==> config.mk <==
export PLATFORM = sky130hd
export DESIGN_NAME = html_text_extract
export DESIGN_NICKNAME = d
export VERILOG_FILES = /design/src/hw/rtl/hte_pkg.sv /design/src/hw/rtl/hte_tag_match.sv /design/src/hw/rtl/hte_core.sv /design/src/hw/rtl/html_text_extract.sv
export SDC_FILE = /design/constraint.sdc
export NUM_CORES = 1
export LEC_CHECK = 0
export BUFFER_PORTS_ARGS = -buffer_cell sky130_fd_sc_hd__buf_2
export CELL_PAD_IN_SITES_DETAIL_PLACEMENT = 1
export CELL_PAD_IN_SITES_GLOBAL_PLACEMENT = 1
export CORE_ASPECT_RATIO = 0.6
export CORE_MARGIN = 2
export CORE_UTILIZATION = 33
export DETAILED_ROUTE_END_ITERATION = 6
export GPL_ROUTABILITY_DRIVEN = 0
export HOLD_SLACK_MARGIN = 0.03
export PLACE_DENSITY_LB_ADDON = 0.1
export SYNTH_ARGS = -nofsm -noshare
export SYNTH_HDL_FRONTEND = slang
export SYNTH_SLANG_ARGS = --single-unit
==> constraint.sdc <==
create_clock -name clk_i -period 7.2 [get_ports clk_i]
set_clock_uncertainty 0.05 [all_clocks]
set_input_delay 0 -clock clk_i [delete_from_list [all_inputs] [get_ports clk_i]]
set_output_delay 0 -clock clk_i [all_outputs]
set_load 0.03 [all_outputs]
==> src/hw/rtl/hte_pkg.sv <==
`timescale 1ns / 1ps
// ----------------------------------------------------------------------------
// hte_pkg
// Shared types, constants and name-compare helpers for the HTML text
// extractor.
// ----------------------------------------------------------------------------
package hte_pkg;

  localparam int TagStoreLen    = 128;
  localparam int MatchPrefixLen = 10;
  localparam int TagLenW        = $clog2(TagStoreLen);
  localparam int PfxIdxW        = $clog2(MatchPrefixLen);
  localparam int TagLenMax      = TagStoreLen - 1;
  localparam int LimitW         = 17;
  localparam int CountW         = 16;
  localparam logic [LimitW-1:0] LimitReset = 17'd24576;
  localparam logic [LimitW-1:0] LimitCap   = 17'h10000;

  localparam logic [7:0] ChLt    = 8'h3C;
  localparam logic [7:0] ChGt    = 8'h3E;
  localparam logic [7:0] ChAmp   = 8'h26;
  localparam logic [7:0] ChSp    = 8'h20;
  localparam logic [7:0] ChTab   = 8'h09;
  localparam logic [7:0] ChNl    = 8'h0A;
  localparam logic [7:0] ChCr    = 8'h0D;
  localparam logic [7:0] ChSlash = 8'h2F;

  // Names are left-justified in eight bytes; the first character sits on top.
  localparam logic [63:0] NmScript  = {"script", 16'h0};
  localparam logic [63:0] NmStyle   = {"style", 24'h0};
  localparam logic [63:0] NmNav     = {"nav", 40'h0};
  localparam logic [63:0] NmFooter  = {"footer", 16'h0};
  localparam logic [63:0] NmCScript = {"/script", 8'h0};
  localparam logic [63:0] NmCStyle  = {"/style", 16'h0};
  localparam logic [63:0] NmCNav    = {"/nav", 32'h0};
  localparam logic [63:0] NmCFooter = {"/footer", 8'h0};
  localparam logic [63:0] NmBr      = {"br", 48'h0};
  localparam logic [63:0] NmCP      = {"/p", 48'h0};
  localparam logic [63:0] NmCDiv    = {"/div", 32'h0};
  localparam logic [63:0] NmCH1     = {"/h1", 40'h0};
  localparam logic [63:0] NmCH2     = {"/h2", 40'h0};
  localparam logic [63:0] NmCH3     = {"/h3", 40'h0};
  localparam logic [63:0] NmCH4     = {"/h4", 40'h0};
  localparam logic [63:0] NmCLi     = {"/li", 40'h0};
  localparam logic [63:0] NmLi      = {"li", 48'h0};
  localparam logic [63:0] NmCTr     = {"/tr", 40'h0};

  typedef enum logic [0:0] {
    CfgPassthrough = 1'b0,
    CfgOutputLimit = 1'b1
  } cfg_idx_e;

  typedef struct packed {
    logic [7:0] in_byte;
    logic       new_document;
  } in_item_t;

  typedef struct packed {
    logic [7:0]        out_char;
    logic [CountW-1:0] out_index;
  } out_item_t;

  typedef struct packed {
    logic              passthrough;
    logic [LimitW-1:0] limit;
  } cfg_t;

  typedef struct packed {
    logic op_script;
    logic op_style;
    logic op_nav;
    logic op_footer;
    logic cl_script;
    logic cl_style;
    logic cl_nav;
    logic cl_footer;
    logic brk;
  } tag_hits_t;

  typedef logic [MatchPrefixLen-1:0][7:0] prefix_t;

  function automatic logic [7:0] lower_ascii(input logic [7:0] c);
    logic [7:0] r;
    r = c;
    if (c >= 8'h41 && c <= 8'h5A) r = c + 8'd32;
    return r;
  endfunction

  // True when the stored tag reads '<', the name, then nothing more or one of
  // space, '>' or '/'. Names are at most eight characters long.
  function automatic logic tag_is(input prefix_t pfx, input logic [TagLenW-1:0] len,
                                  input logic [63:0] nm, input logic [3:0] n);
    logic ok;
    logic [7:0] nx;
    ok = (len >= TagLenW'({3'b0, n} + 7'd1)) && (pfx[0] == ChLt);
    for (int i = 0; i < 8; i++) begin
      if (4'(i) < n) begin
        ok = ok && (lower_ascii(pfx[i + 1]) == nm[63 - 8 * i -: 8]);
      end
    end
    nx = pfx[PfxIdxW'(n + 4'd1)];
    if (len != TagLenW'({3'b0, n} + 7'd1)) begin
      ok = ok && (nx == ChSp || nx == ChGt || nx == ChSlash);
    end
    return ok;
  endfunction

endpackage

==> src/hw/rtl/hte_tag_match.sv <==
`timescale 1ns / 1ps
// ----------------------------------------------------------------------------
// hte_tag_match
// Compares the stored tag prefix against all known tag names in parallel.
// ----------------------------------------------------------------------------
module hte_tag_match (
  input  hte_pkg::prefix_t                 pfx_i,
  input  logic [hte_pkg::TagLenW-1:0]      len_i,
  output hte_pkg::tag_hits_t               hits_o
);

  always_comb begin
    hits_o.op_script = hte_pkg::tag_is(pfx_i, len_i, hte_pkg::NmScript, 4'd6);
    hits_o.op_style  = hte_pkg::tag_is(pfx_i, len_i, hte_pkg::NmStyle, 4'd5);
    hits_o.op_nav    = hte_pkg::tag_is(pfx_i, len_i, hte_pkg::NmNav, 4'd3);
    hits_o.op_footer = hte_pkg::tag_is(pfx_i, len_i, hte_pkg::NmFooter, 4'd6);
    hits_o.cl_script = hte_pkg::tag_is(pfx_i, len_i, hte_pkg::NmCScript, 4'd7);
    hits_o.cl_style  = hte_pkg::tag_is(pfx_i, len_i, hte_pkg::NmCStyle, 4'd6);
    hits_o.cl_nav    = hte_pkg::tag_is(pfx_i, len_i, hte_pkg::NmCNav, 4'd4);
    hits_o.cl_footer = hte_pkg::tag_is(pfx_i, len_i, hte_pkg::NmCFooter, 4'd7);
    hits_o.brk = hte_pkg::tag_is(pfx_i, len_i, hte_pkg::NmBr, 4'd2)
              || hte_pkg::tag_is(pfx_i, len_i, hte_pkg::NmCP, 4'd2)
              || hte_pkg::tag_is(pfx_i, len_i, hte_pkg::NmCDiv, 4'd4)
              || hte_pkg::tag_is(pfx_i, len_i, hte_pkg::NmCH1, 4'd3)
              || hte_pkg::tag_is(pfx_i, len_i, hte_pkg::NmCH2, 4'd3)
              || hte_pkg::tag_is(pfx_i, len_i, hte_pkg::NmCH3, 4'd3)
              || hte_pkg::tag_is(pfx_i, len_i, hte_pkg::NmCH4, 4'd3)
              || hte_pkg::tag_is(pfx_i, len_i, hte_pkg::NmCLi, 4'd3)
              || hte_pkg::tag_is(pfx_i, len_i, hte_pkg::NmLi, 4'd2)
              || hte_pkg::tag_is(pfx_i, len_i, hte_pkg::NmCTr, 4'd3);
  end

endmodule

==> src/hw/rtl/hte_core.sv <==
`timescale 1ns / 1ps
// ----------------------------------------------------------------------------
// hte_core
// Parse state and combinational next-state logic: one byte per step.
// ----------------------------------------------------------------------------
module hte_core (
  input  logic                          clk_i,
  input  logic                          rst_ni,
  input  logic                          step_i,
  input  hte_pkg::in_item_t             item_i,
  input  hte_pkg::cfg_t                 cfg_i,
  output logic                          res_valid_o,
  output hte_pkg::out_item_t            res_o,
  output logic [hte_pkg::CountW-1:0]    count_o
);

  typedef struct packed {
    logic script;
    logic style;
    logic nav;
    logic footer;
  } skip_t;

  logic                          in_tag_q, in_tag_d, in_tag_c;
  logic [hte_pkg::TagLenW-1:0]   len_q, len_d, len_c, len_n;
  hte_pkg::prefix_t              pfx_q, pfx_d, pfx_n;
  skip_t                         skip_q, skip_d, skip_c;
  logic                          pws_q, pws_d, pws_c;
  logic                          pwn_q, pwn_d, pwn_c;
  logic [hte_pkg::CountW-1:0]    cnt_q, cnt_d, cnt_c;
  hte_pkg::tag_hits_t            hits;
  logic [hte_pkg::LimitW-1:0]    lim;
  logic                          can_emit, want_emit, emit_ok, tag_path;
  logic [7:0]                    ch, b;

  assign b = item_i.in_byte;

  // A new document clears the parse state before its first byte is handled.
  always_comb begin
    in_tag_c = in_tag_q;
    len_c    = len_q;
    skip_c   = skip_q;
    pws_c    = pws_q;
    pwn_c    = pwn_q;
    cnt_c    = cnt_q;
    if (item_i.new_document) begin
      in_tag_c = 1'b0;
      len_c    = '0;
      skip_c   = '0;
      pws_c    = 1'b1;
      pwn_c    = 1'b0;
      cnt_c    = '0;
    end
    tag_path = !cfg_i.passthrough && (in_tag_c || b == hte_pkg::ChLt);
    pfx_n = pfx_q;
    len_n = len_c;
    if (len_c < hte_pkg::TagLenW'(hte_pkg::TagLenMax)) begin
      if (len_c < hte_pkg::TagLenW'(hte_pkg::MatchPrefixLen)) begin
        pfx_n[len_c[hte_pkg::PfxIdxW-1:0]] = b;
      end
      len_n = len_c + 1'b1;
    end
  end

  hte_tag_match u_match (
    .pfx_i  (pfx_n),
    .len_i  (len_n),
    .hits_o (hits)
  );

  assign lim      = (cfg_i.limit > hte_pkg::LimitCap) ? hte_pkg::LimitCap : cfg_i.limit;
  assign can_emit = ({1'b0, cnt_c} + 17'd1) < lim;

  always_comb begin
    in_tag_d  = in_tag_c;
    len_d     = len_c;
    pfx_d     = pfx_q;
    skip_d    = skip_c;
    pws_d     = pws_c;
    want_emit = 1'b0;
    ch        = b;
    if (cfg_i.passthrough) begin
      want_emit = 1'b1;
    end else if (tag_path) begin
      in_tag_d = 1'b1;
      len_d    = len_n;
      pfx_d    = pfx_n;
      if (b != hte_pkg::ChGt) begin
        priority if (hits.op_script) skip_d.script = 1'b1;
        else if (hits.op_style)  skip_d.style  = 1'b1;
        else if (hits.op_nav)    skip_d.nav    = 1'b1;
        else if (hits.op_footer) skip_d.footer = 1'b1;
        else if (hits.cl_script) skip_d.script = 1'b0;
        else if (hits.cl_style)  skip_d.style  = 1'b0;
        else if (hits.cl_nav)    skip_d.nav    = 1'b0;
        else if (hits.cl_footer) skip_d.footer = 1'b0;
        else                     skip_d        = skip_c;
      end else begin
        // A line-breaking tag ends: newline unless at start or just after one.
        if (hits.brk && cnt_c != '0 && !pwn_c) begin
          want_emit = 1'b1;
          ch        = hte_pkg::ChNl;
          pws_d     = 1'b1;
        end
        in_tag_d = 1'b0;
        len_d    = '0;
      end
    end else if (|skip_c || b == hte_pkg::ChAmp) begin
      want_emit = 1'b0;
    end else if (b == hte_pkg::ChSp || b == hte_pkg::ChTab || b == hte_pkg::ChNl ||
                 b == hte_pkg::ChCr) begin
      if (!pws_c) begin
        want_emit = 1'b1;
        ch        = hte_pkg::ChSp;
        pws_d     = 1'b1;
      end
    end else begin
      want_emit = 1'b1;
      pws_d     = 1'b0;
    end
    emit_ok = want_emit && can_emit;
    cnt_d   = emit_ok ? cnt_c + 1'b1 : cnt_c;
    pwn_d   = emit_ok ? (ch == hte_pkg::ChNl) : pwn_c;
  end

  assign res_valid_o     = step_i && emit_ok;
  assign res_o.out_char  = ch;
  assign res_o.out_index = cnt_c;
  assign count_o         = cnt_q;

  always_ff @(posedge clk_i or negedge rst_ni) begin
    if (!rst_ni) begin
      in_tag_q <= 1'b0;
      len_q    <= '0;
      skip_q   <= '0;
      pws_q    <= 1'b1;
      pwn_q    <= 1'b0;
      cnt_q    <= '0;
    end else if (step_i) begin
      in_tag_q <= in_tag_d;
      len_q    <= len_d;
      skip_q   <= skip_d;
      pws_q    <= pws_d;
      pwn_q    <= pwn_d;
      cnt_q    <= cnt_d;
    end
  end

  always_ff @(posedge clk_i) begin
    if (step_i) begin
      pfx_q <= pfx_d;
    end
  end

endmodule

==> src/hw/rtl/html_text_extract.sv <==
`timescale 1ns / 1ps
// ----------------------------------------------------------------------------
// html_text_extract
// Streams HTML body bytes in and plain text bytes out.
// ----------------------------------------------------------------------------
// Input channel: in_valid_i / in_stall_o with in_item_i (byte, new_document).
// Output channel: out_valid_o / out_stall_i with out_item_o (char, index).
// Each input transfer yields zero or one output transfer.
// A byte is captured in an input register, then the parse logic updates
// the parse state and loads the output register when the byte is processed,
// so each result passes through the input register and then the output
// register before its own transfer. One byte per cycle is sustained while
// the receiver does not stall; the parse state feeds back within each step,
// so each step sees the state left by the byte before it.
// When the receiver stalls, the output register holds its byte, the input
// register fills, and in_stall_o rises until the output is taken.
// The configuration port (cfg_we_i, cfg_index_i, cfg_data_i) writes the
// pass-through flag or the output limit; write it only while idle.
// Reset empties both registers, clears the parse state, and loads
// pass-through off and an output limit of 24576.
// ----------------------------------------------------------------------------
module html_text_extract (
  input  logic                              clk_i,
  input  logic                              rst_ni,
  input  logic                              in_valid_i,
  output logic                              in_stall_o,
  input  hte_pkg::in_item_t                 in_item_i,
  output logic                              out_valid_o,
  input  logic                              out_stall_i,
  output hte_pkg::out_item_t                out_item_o,
  input  logic                              cfg_we_i,
  input  logic [0:0]                        cfg_index_i,
  input  logic [hte_pkg::LimitW-1:0]        cfg_data_i
);

  logic                          in_valid_q;
  hte_pkg::in_item_t             in_q;
  logic                          out_valid_q;
  hte_pkg::out_item_t            out_q;
  hte_pkg::cfg_t                 cfg_q;
  logic                          out_ready, fire, res_valid;
  hte_pkg::out_item_t            res;
  logic [hte_pkg::CountW-1:0]    count;

  assign out_ready  = !out_valid_q || !out_stall_i;
  assign fire       = in_valid_q && out_ready;
  assign in_stall_o = in_valid_q && !out_ready;

  hte_core u_core (
    .clk_i       (clk_i),
    .rst_ni      (rst_ni),
    .step_i      (fire),
    .item_i      (in_q),
    .cfg_i       (cfg_q),
    .res_valid_o (res_valid),
    .res_o       (res),
    .count_o     (count)
  );

  always_ff @(posedge clk_i or negedge rst_ni) begin
    if (!rst_ni) begin
      in_valid_q  <= 1'b0;
      out_valid_q <= 1'b0;
    end else begin
      if (in_valid_i && !in_stall_o) begin
        in_valid_q <= 1'b1;
      end else if (fire) begin
        in_valid_q <= 1'b0;
      end
      if (fire) begin
        out_valid_q <= res_valid;
      end else if (!out_stall_i) begin
        out_valid_q <= 1'b0;
      end
    end
  end

  always_ff @(posedge clk_i) begin
    if (in_valid_i && !in_stall_o) begin
      in_q <= in_item_i;
    end
    if (fire && res_valid) begin
      out_q <= res;
    end
  end

  always_ff @(posedge clk_i or negedge rst_ni) begin
    if (!rst_ni) begin
      cfg_q.passthrough <= 1'b0;
      cfg_q.limit       <= hte_pkg::LimitReset;
    end else if (cfg_we_i) begin
      unique case (hte_pkg::cfg_idx_e'(cfg_index_i))
        hte_pkg::CfgPassthrough: cfg_q.passthrough <= cfg_data_i[0];
        hte_pkg::CfgOutputLimit: cfg_q.limit       <= cfg_data_i;
        default: ;
      endcase
    end
  end

  assign out_valid_o = out_valid_q;
  assign out_item_o  = out_q;

  // The input side only stalls behind a full, stalled output register.
  a_stall_cause: assert property (@(posedge clk_i) disable iff (!rst_ni)
    in_stall_o |-> (out_valid_o && out_stall_i))
    else $error("input stalled without a blocked output");

  // After a byte is emitted, the count stands one above its index.
  a_count_track: assert property (@(posedge clk_i) disable iff (!rst_ni)
    (fire && res_valid) |=> (count == out_q.out_index + 16'd1))
    else $error("emitted count does not follow the output index");

  // A buffered byte that is not processed stays in the input register.
  a_input_hold: assert property (@(posedge clk_i) disable iff (!rst_ni)
    (in_valid_q && !fire) |=> in_valid_q)
    else $error("buffered input byte lost");

endmodule

==> run summary <==
Compared with the post-synthesis result, the final layout area differs by 15.6%. After synthesis the netlist holds a flip-flop and latch count of 155. The initial antenna violation count was 1; the required time reported for the critical path endpoint was 7230 ps. The synthesized instance count was 1063; the slew at the pin with the worst max-slew slack was 1300 ps.

The final layout contains 1189 nets. Across every metal layer, demand over resource in global routing totals 24.4%. The number of different library cells used by synthesis comes to 85.

The path class of the lowest-slack min-delay path was in -> async. In this run the post-CTS setup repair buffer count came out at 0. The synthesized netlist occupies a cell area of 0.0101 mm2. The antenna diode instance count is 0, and the share of final-layout standard cells stronger than drive strength 1 is 16.6%. The count of nets left with antenna violations once routing finished came out at 0.

The count of buffers added on input and output ports is 57. In the final routed layout, each cell accounts on average for 25.0 um. The flow ran to the end, and the final reports show no timing, DRC or antenna violations. Setup repair after global routing left no endpoint under its margin. TritonCTS built the clock tree.

The critical path launch point type is a flop. The cell leakage power was 4.52 nW. The tools report the root buffer selected by CTS as clkbuf_16. The setup path with the least slack is of type reg -> reg. Across all layers, the routed design uses 8964 vias. Setup violations remaining at the end of the flow were counted as 0. The run gives 162 ps as the post-route worst hold slack. In this run the power density over the cells is 225 mW/mm2. The H-tree generated during clock tree synthesis spans 4 levels.

For the number of buffers created by CTS, the log shows 17. The number of vias per cell is 5.79. The run gives 6 as the detailed-router iteration count before antenna repair. The clock slew seen by the registers of the worst setup and hold paths was 70 ps; the total global routing overflow was 0.

The share of the clock period used by the worst path is 87.3%. 58 I/O pins were placed. Post-CTS repair changed the size of 0 cells.

Row generation in the floorplan step produced 49 rows. In this run the horizontal extent of the chip is 230 um. The critical path endpoint category is a flop. Once the floorplan was initialized, standard cells occupied 33.7% of the core. The final-report hold violation count was 0; the worst-path maximum fanout was 31. Hold repair after CTS inserted 31 buffers. The worst IR drop on VDD was 164 uV; the clock network latency to the later pin of the worst-skew pair was 460 ps. For the minimum setup slack after placement, the log shows 1070 ps. Adding up every negative setup slack in the final design gives 0 ps. Leaving out fill and tap cells, the most frequent cell in the layout is nand2_1. The number of enable flip-flop cells after synthesis was 105.

Leaving out fill and tap cells, the most frequent cells in the layout are nand2_1, edfxtp_1, nor2_1. The largest net degree at the start of global routing is 60, and the overall die height is 140 um. For the global-route wire length before repair, the log shows 58.0 mm. A synthesized cell averages 9.51 um2.

The maximum clock frequency was 0.159 GHz; the overall die area was 0.0321 mm2. The final routed DRC violation total came out at 0. Headroom to the max-slew limit came out at 13.1%. The total count of max-transition violations in the final report came out at 0.

The most instantiated flip-flop cell in the synthesis netlist was edfxtp_1. Once detailed placement completed, the half-perimeter wirelength came to 28.7 mm. In this run the deepest clock path goes through 2 buffers. The iteration-0 DRC count of the detailed router came out at 932. Max-cap violations in this run came to 0. The logs give 38.7 mm for the final wirelength and 1124 for the synthesized netlist net count. The clock period could shrink to 6290 ps. The via count of the first global-routing pass is 8535. In the synthesized netlist the async set-or-reset flop fraction comes to 32.3%.

The area of the core was 0.0300 mm2. For the post-synthesis sequential area ratio, the log shows 43.6%. The worst register-to-register path has a depth of 16.

At the worst endpoint, the arrival time is 6310 ps. For this run, the number of Yosys warnings is 0. For this design, the sink count on the clock tree is 155. Setup slack closes at 914 ps.
==> metal layers <==
layer	vias to the layer above	share of wire (%)	GRT usage, %
li1	4116	-	-
met3	34	8.7	6.91
met2	326	36	29.1
met4	0	0.97	5.81
met5	-	0	0
met1	4488	55	40.9
==> layout make-up <==
type / count / area (um2)
Multi-Input combinational cell: 802 / 5290
Clock inverter: 10 / 76.3
Inverter: 46 / 173
Timing Repair Buffer: 106 / 731
Tap cell: 408 / 510
Fill cell: 3418 / 18400
Sequential cell: 155 / 4410
Clock buffer: 22 / 498
==> through the flow <==
step	instance area (um2)	utilization, %	std cells	power (mW)
CTS	11700	38.9	1549	2.63
finish	11700	38.9	1549	2.63
detailed placement	10800	36.0	1486	1.70
global placement	10800	36.0	1486	1.70
floorplan	10100	-	1063	1.49
global route	11700	38.9	1549	2.74
==> worst paths after layout <==
kind                         startpoint           endpoint  slack [ps]
min reg2reg                   cfg_q[16]          cfg_q[16]         470
max reg2reg                     in_q[0]     out_item_o[21]         910
max                             in_q[0]     out_item_o[21]         910
min in group clk_i         in_item_i[3]            in_q[3]         200
max in group asynchronous        rst_ni    u_core.len_q[2]        6430
min                              rst_ni  u_core.count_o[9]         160
==> cells by family (layout without fill, tap and decap cells) <==
logic type | count (synthesis) | count (layout) | synth area share, %
AO/OA/AOI/OAI | 212 | 212 | 14.5
adder cells (fa/ha/maj) | 29 | 29 | 3.59
XOR/XNOR | 20 | 20 | 1.73
buffers and inverters | 106 | 184 | 4.32
multiplexers | 81 | 81 | 8.76
AND/OR/NAND/NOR | 460 | 460 | 23.6
flip-flops | 155 | 155 | 43.6
==> report_power, final <==
part	internal [mW]	switching [mW]
registers	1.06	0.0890
logic	0.179	0.381
clock network	0.498	0.421
==> Yosys cell counts (6+ instances only) <==
cell | count | area, um2
nor2b_1 | 28 | 175
nor3_1 | 26 | 130
and3_1 | 14 | 87.6
mux2i_1 | 24 | 240
or3_1 | 9 | 56.3
nor2_1 | 72 | 270
o21ai_0 | 43 | 215
nor3b_1 | 9 | 67.6
dfrtp_1 | 47 | 1180
o31ai_1 | 7 | 52.6
mux2_2 | 56 | 631
xor2_1 | 7 | 61.3
nand3_1 | 46 | 230
xnor2_1 | 13 | 114
a32oi_1 | 6 | 52.6
inv_1 | 44 | 165
a41oi_1 | 6 | 52.6
and2_1 | 12 | 75.1
edfxtp_1 | 105 | 3150
nand4_1 | 18 | 113
a31oi_1 | 13 | 81.3
ha_1 | 29 | 363
clkbuf_1 | 46 | 173
nand2b_1 | 11 | 68.8
and4_1 | 7 | 61.3
a21o_1 | 13 | 97.6
buf_2 | 7 | 35.0
nand4b_1 | 7 | 61.3
nor4_1 | 22 | 138
o211ai_1 | 12 | 90.1
a21oi_1 | 47 | 235
nand2_1 | 147 | 552
o2111ai_1 | 11 | 96.3
or4_1 | 10 | 75.1
==> registers in the layout, summed over array words and instances (netlist names) <==
signal / cells
u_core.count_o: 16
cfg_q: 18
u_core.in_tag_q: 1
out_item_o: 24
u_core.skip_q: 4
u_core.pfx_q: 72
u_core.len_q: 7
u_core.pwn_q: 1
in_q: 9
out_valid_o: 1
in_valid_q: 1
u_core.pws_q: 1
==> critical path, stage by stage, from the launching register on <==
cell and delay (ps):
edfxtp_1 570, inv_2 220, nand2_1 200, inv_2 150, ha_1 440, nand2b_1 210, o21a_4 310, mux2_2 310
ha_1 310, or3_1 340, or3_1 310, o211a_1 160, nor3_1 660, nand4_1 220, o221a_4 340, a21o_1 320
nor2_4 720
No activity file was read; power rests on OpenSTA's default activity.
